`config.mk`:
```
export PLATFORM = sky130hd
export DESIGN_NAME = plsc_div
export DESIGN_NICKNAME = d
export VERILOG_FILES = /design/src/hdl/plsc_pkg.sv /design/src/hdl/plsc_div.sv
export SDC_FILE = /design/constraint.sdc
export NUM_CORES = 1
export LEC_CHECK = 0
export ABC_AREA = 1
export BUFFER_PORTS_ARGS = -buffer_cell sky130_fd_sc_hd__buf_2
export CAP_MARGIN = 10
export CORE_MARGIN = 2
export CORE_UTILIZATION = 53
export CTS_CLUSTER_SIZE = 16
export DETAILED_ROUTE_END_ITERATION = 12
export PLACE_DENSITY_LB_ADDON = 0.1
export SYNTH_ARGS = -nofsm -noshare
export SYNTH_HDL_FRONTEND = slang
export SYNTH_SLANG_ARGS = --single-unit
export TNS_END_PERCENT = 5
```
`constraint.sdc`:
```
create_clock -name aclk -period 1.9 [get_ports aclk]
set_input_delay 0.19 -clock aclk [delete_from_list [all_inputs] [get_ports aclk]]
set_output_delay 0.19 -clock aclk [all_outputs]
set_load 0.02 [all_outputs]
```
`src/hdl/plsc_pkg.sv`:
```
// plsc_pkg: shared constants and types for the l1 prox with sum constraint core
// no dependencies
`default_nettype none
package plsc_pkg;
    localparam int MAX_ELEMENTS_DEF  = 64;
    localparam int FRACTION_BITS_DEF = 16;
    localparam int SAMPLE_W = 32;
    localparam int LAMBDA_W = 31;
    localparam int BP_W     = 33;
    localparam int ACC_W    = 48;
    localparam int IDX_W    = 1;

    localparam logic [IDX_W-1:0] REG_THRESHOLD  = 1'b0;
    localparam logic [IDX_W-1:0] REG_TARGET_SUM = 1'b1;

    localparam logic [31:0] THRESHOLD_RST = 32'd65536;

    typedef struct packed {
        logic start;
        logic neg;
    } div_ctrl_t;
endpackage
`default_nettype wire

```
`src/hdl/plsc_div.sv`:
```
// plsc_div: restoring divider, one quotient bit per cycle, rounds half away from zero
// depends on plsc_pkg
`default_nettype none
module plsc_div
    import plsc_pkg::*;
#(
    parameter int CNT_W = 7
) (
    input  wire logic              aclk,
    input  wire logic              aresetn,
    input  wire div_ctrl_t         ctrl,
    input  wire logic [ACC_W-1:0]  mag,
    input  wire logic [CNT_W-1:0]  divisor,
    output logic                   done,
    output logic signed [ACC_W:0]  quot
);
    localparam int STEPS_W = $clog2(ACC_W + 1);
    logic [ACC_W-1:0]   q_reg, q_next;
    logic [CNT_W:0]     r_reg, r_next;
    logic [STEPS_W-1:0] n_reg, n_next;
    logic               busy_reg, busy_next, neg_reg, neg_next, done_next;
    logic [CNT_W:0]     trial;

    always_comb begin
        q_next = q_reg; r_next = r_reg; n_next = n_reg;
        busy_next = busy_reg; neg_next = neg_reg; done_next = 1'b0;
        trial = {r_reg[CNT_W-1:0], q_reg[ACC_W-1]};
        if (ctrl.start) begin
            // add half the divisor for rounding
            q_next = mag + ACC_W'(divisor >> 1);
            r_next = '0;
            n_next = STEPS_W'(ACC_W);
            busy_next = 1'b1;
            neg_next = ctrl.neg;
        end else if (busy_reg) begin
            if (trial >= {1'b0, divisor}) begin
                r_next = trial - {1'b0, divisor};
                q_next = {q_reg[ACC_W-2:0], 1'b1};
            end else begin
                r_next = trial;
                q_next = {q_reg[ACC_W-2:0], 1'b0};
            end
            n_next = n_reg - 1'b1;
            if (n_reg == STEPS_W'(1)) begin
                busy_next = 1'b0;
                done_next = 1'b1;
            end
        end
    end

    always_ff @(posedge aclk) begin
        q_reg <= q_next; r_reg <= r_next; n_reg <= n_next; neg_reg <= neg_next;
        if (!aresetn) begin
            busy_reg <= 1'b0;
            done     <= 1'b0;
        end else begin
            busy_reg <= busy_next;
            done     <= done_next;
        end
    end

    assign quot = neg_reg ? -$signed({1'b0, q_reg}) : $signed({1'b0, q_reg});
endmodule
`default_nettype wire

```
Word level (Yosys, flattened, before mapping)

Cells that the tools add are included.

$add $sub $neg: 4
$lt $le $gt $ge: 1
Equality and inequality tests: 1
Muxes and demuxes: 9
Bitwise gates (word level): 2
Reductions and logical operators: 2

Operators by type and width:

| kind                                                                   | number |
|---|---|
| 48-bit 2-to-1 mux                                                      | 2 |
| 49-bit 2-to-1 mux                                                      | 1 |
| 48-bit negator with 49-bit output                                      | 1 |
| 48-bit by 6-bit adder with 48-bit output                               | 1 |
| 8-bit by 7-bit greater-or-equal comparator with 1-bit output           | 1 |
| 7-bit 2-to-1 mux                                                       | 1 |
| 7-bit subtractor                                                       | 1 |
| 6-bit by 1-bit equality test with 1-bit output (second input constant) | 1 |
| 6-bit by 1-bit subtractor with 6-bit output (second input constant)    | 1 |
| 1-bit 2-to-1 mux                                                       | 5 |
| 3-bit OR reduction                                                     | 1 |
| 1-bit inverter                                                         | 2 |
| 2-bit nonzero test                                                     | 1 |

Bits in registers: 64
Output and inout bits: 50

Logic depth before layout (Yosys ltp)

Depth after elaboration: 4
Depth in mapped cells: 13

Worst setup path before layout

No wires, ideal clock.

Path kind: in2reg
Start: input ctrl[1] (netlist bit)
End: register q_reg[0], enable pin
Library setup time: 0.404 ns
Arrival time: 1.596 ns
Data required time: 1.496 ns
Path slack: -0.099 ns
Stages on the path: 3
Buffers on the path: 1
Path through: clkbuf_1 > nor2_1 > inv_1

Cells in the longest elaborated chain, start to end: 1

Ends and longest elaborated chain:

| element                             | RTL line       | source |
|---|---|---|
| start: declaration                  | plsc_div.sv:11 | `input wire div_ctrl_t ctrl,` |
| 2-bit nonzero test (no source line) | -              |  |
| end signal: assignment              | plsc_div.sv:52 | `q_reg <= q_next; r_reg <= r_next; n_reg <= n_next; neg_reg <= neg_next;` |
| end: declaration                    | plsc_div.sv:18 | `logic [ACC_W-1:0] q_reg, q_next;` |

Every way passes these cells.
A chain may end at the register's enable or synchronous reset.

Worst setup path in the final report

Start: register q_reg[0]
End: output quot[30]

Cells in the longest elaborated chain, start to end: 2

Ends and longest elaborated chain:

| element                           | RTL line       | source |
|---|---|---|
| 48-bit negator with 49-bit output | plsc_div.sv:62 | `assign quot = neg_reg ? -$signed({1'b0, q_reg}) : $signed({1'b0, q_reg});` |
| 49-bit 2-to-1 mux                 | plsc_div.sv:62 |  |
| end: declaration                  | plsc_div.sv:15 | `output logic signed [ACC_W:0] quot` |

Every way passes these cells.

==> impl_metrics.csv <==
group,metric,value,unit
outcome,status,"complete, but fails checks",
outcome,failed_checks,"negative setup slack",
clock_tree,insertion_delay,0.33,ns
yosys,synth_area_leaders,"nand2_1 (23%), edfxtp_1 (23%), nand3_1 (8.4%)",
flow_run,cap_viol_max_count,0,
power_and_ir_drop,clockPowerShare,26.7,%
floorplan,core-area,12000,µm²
yosys,synth.avg_cell_area,6.05,µm²
sta,setup_viol_count_final,45,
sta,fmaxAchievable,0.440,GHz
grt,antenna_found_initial,0,
layout,largest_reg_flops,48,
placement,place.gp.congestion,0.974,
floorplan,dieArea,13100,µm²
grt,track_usage,32.3,%
power_and_ir_drop,pwr-share-comb,39.5,%
power_and_ir_drop,power.switching,2.07,mW
grt,grt_overflow,0,
sta,slew_violations,0,
routing,drc_errors,0,
grt,grt_max_degree,45,
critical_path,path_class,"register to output pin",
hold_path,holdCritPathClass,"primary input to register",
routing,postRouteAntennaNets,0,
clock_tree,cts_max_level,3,
clock_tree,cts_root_buf,"clkbuf_16",
power_and_ir_drop,internal_power,3.45,mW
clock_tree,cts.sinks,64,
sta,rsz0062_at_grt,"true",
yosys,seq_area_frac_synth,27.4,%
power_and_ir_drop,finalPower,5.51,mW
yosys,synth_top_area_share,23.0,%
critical_path,crit_fanout,4,
power_and_ir_drop,p_leak,4.10,nW
routing,firstDrtPassIters,6,
sta,layout_setup_ws,-0.371,ns
floorplan,boundaryPins,109,
critical_path,cp_slowest_cell,"edfxtp_1",
critical_path,cpMostUsedCell,"nand2_1",
layout,nNetsFinal,1334,
critical_path,cp-start-kind,"register",
routing,via_per_inst,5.35,
floorplan,die-height,114,µm
placement,dp_hpwl,16500,µm
clock_tree,clk_path_buf_depth,2,
placement,io_buffers,108,
critical_path,endpoint_kind,"output pin",
critical_path,crit_end,"quot[30]",
layout,post-route-cell-area,8390,µm²
sta,tightest_slew,0.382,ns
yosys,netlist.top_cell.by_area,"nand2_1",
yosys,syn_area,6460,µm²
critical_path,crit_required,1.71,ns
yosys,yosysWarningCount,0,
critical_path,startpoint,"q_reg[0]",
power_and_ir_drop,power_frac_seq,33.8,%
yosys,synth_seq_cells,64,
critical_path,slowest_delay,0.41,ns
hold_path,worstHoldStart,"ctrl[0]",
sta,fin_crit_sh,120,%
clock_tree,clkTransAtPathRegs,0.06,ns
routing,wl_per_cell,14.6,µm
sta,slew_headroom,74.5,%
grt,grt_pass1_vias,6879,
critical_path,worstPathArrival,2.08,ns
floorplan,start_util,54.0,%
routing,vias,7537,
floorplan,die_w,114,µm
yosys,synthesis.nets,1144,
grt,grt_pass1_wl,33300,µm
placement,placement.cell_area,7710,µm²
floorplan,rows,40,
critical_path,r2r_cells,10,
power_and_ir_drop,powerDensity,658,nW/µm²
power_and_ir_drop,peakVddDrop,0.000409,V
routing,routed_wl,20500,µm
layout,antennaDiodeCount,0,
critical_path,r2r_start,"q_reg[47]",
layout,area.growth.synth_to_final,29.9,%
yosys,yosysUniqueCellTypes,42,
sta,fin_skew,0.00833,ns
power_and_ir_drop,swShare,37.5,%
critical_path,worstPathCellList,"inv_2 -> ha_4 -> nand4_1 -> nor3_2 -> buf_4 -> nand3_2 -> nand2_1 -> nand2_1 -> nand2_1 -> nand2_2 -> buf_6",
critical_path,r2r_slack,0.16,ns
sta,hold_viol_final,0,
critical_path,r2r-end,"r_reg[0]",
clock_tree,cts_tree,"built",
layout,fillCellCount,1119,
sta,period_minus_slack,2.27,ns
layout,drive_above_1_share,24.3,%
yosys,netlist_instances,1067,
clock_tree,cts_buffers,9,
routing,first_iter_violations,849,
sta,fin_hold_ws,0.0320,ns
==> how the worst min path moves through the flow <==
stage / endpoint / slack, ns / cells after the start
after global placement: neg_reg / 0.37 / 1
after global routing: neg_reg / 0.04 / 1
final: neg_reg / 0.03 / 1
after CTS: neg_reg / 0.02 / 1
after floorplan: neg_reg / 0.29 / 0
after detailed placement: neg_reg / 0.37 / 1
==> per-stage QoR <==
stage	TNS, ns	std cells	utilization (%)	worst slack [ns]
global placement	-1.22	1381	64.5	-0.144
CTS	-8.93	1403	68.4	-0.285
detailed placement	-2.66	1381	64.5	-0.203
floorplan	-0.0279	1067	-	-0.0279
global route	-15.47	1409	70.1	-0.485
finish	-11.01	1409	70.1	-0.371
==> synthesized netlist by cell type <==
library cell	count
a21o_1	1
a21oi_1	12
a21oi_2	1
a31oi_1	1
and2_1	1
buf_1	3
buf_2	2
buf_4	2
buf_6	1
clkbuf_1	12
clkinv_1	2
dfxtp_1	15
edfxtp_1	49
fa_1	2
ha_1	16
inv_1	123
inv_2	4
nand2_1	395
nand2_2	9
nand2_4	1
nand3_1	109
nand3_2	3
nand3_4	1
nand3b_1	1
nand4_1	35
nor2_1	138
nor2_2	18
nor2_4	1
nor3_1	2
nor3_2	1
nor3_4	1
nor4_1	2
o211ai_1	3
o21ai_0	22
o21ai_1	25
o21ai_2	2
o21ai_4	1
o21bai_1	1
o22ai_1	2
or2_1	1
xnor2_1	16
xor2_1	30
==> placed cells by master (no fill, tap or decap), types with 2 or more instances in the layout <==
master / instances
buf_4: 112
o211ai_1: 3
nand3_1: 102
o21ai_2: 5
xor2_1: 30
xnor2_1: 16
ha_1: 14
buf_6: 6
a21oi_1: 12
buf_12: 2
nand2_2: 15
o22ai_1: 2
nor2_4: 9
nand2_1: 386
nand3_4: 3
nor2_1: 113
nor4_1: 2
dfxtp_1: 15
o21ai_1: 24
inv_4: 2
nand2_4: 4
clkinv_2: 3
clkbuf_16: 9
inv_2: 6
nor2_2: 35
nor3_1: 2
nand4_1: 35
o21ai_0: 21
nand3_2: 8
edfxtp_1: 49
buf_2: 78
clkinv_1: 2
inv_1: 120
==> per-layer routing <==
metal | vias to the layer above | wire length, µm | part of all wire (%) | GRT usage, %
met5 | - | 0 | 0 | 0
met4 | 0 | 782 | 3.8 | 13.3
met3 | 51 | 1670 | 8.1 | 2.54
met2 | 350 | 8950 | 44 | 49.8
met1 | 3332 | 9110 | 44 | 46.7
li1 | 3804 | - | - | -
==> power groups by stage <==
stage          clock network, mW  logic, mW  registers [mW]
2_1_floorplan                  0       1.21            1.84
3_3_place_gp                   0       1.94            1.86
6_report                    1.47       2.18            1.86
3_5_place_dp                   0       1.96            1.87
5_1_grt                     1.56       2.39            1.88
4_1_cts                     1.50       2.07            1.85
==> cell type report <==
cell class | count | area, µm² | area share, %
tap | 147 | 184 | 2.19
clock buffer | 9 | 225 | 2.69
clock inverter | 7 | 45.0 | 0.537
multi-input combinational | 855 | 4330 | 51.7
timing repair buffer | 198 | 1340 | 16.0
sequential | 64 | 1770 | 21.1
inverter | 129 | 488 | 5.82
==> logic make-up (layout without fill, tap and decap cells) <==
kind of cell               after synthesis  after routing  synth area share, %
and+or+nand+nor                        719            719                 47.6
AOI/OAI and AO/OA                       71             72                 6.10
xor gates and xnor gates                46             46                 6.24
DFF                                     64             64                 27.4
buffers and inverters                  149            343                 8.93
adders and majority gates               18             18                 3.72
==> worst max-delay path, delay by kind of cell, from the launching register on <==
family | cells | cell delay [ns]
fa+ha+maj | 1 | 0.17
flops | 1 | 0.41
simple gates | 7 | 0.76
buf+inv | 3 | 0.43
==> timing repair <==
item	CTS	global route
gates cloned	1	0
pin swaps	12	24
setup endpoints to repair	48	53
buffers inserted	5	6
hold buffers	0	0
gates resized for setup	45	53
Power figures use the tool's default switching activity.
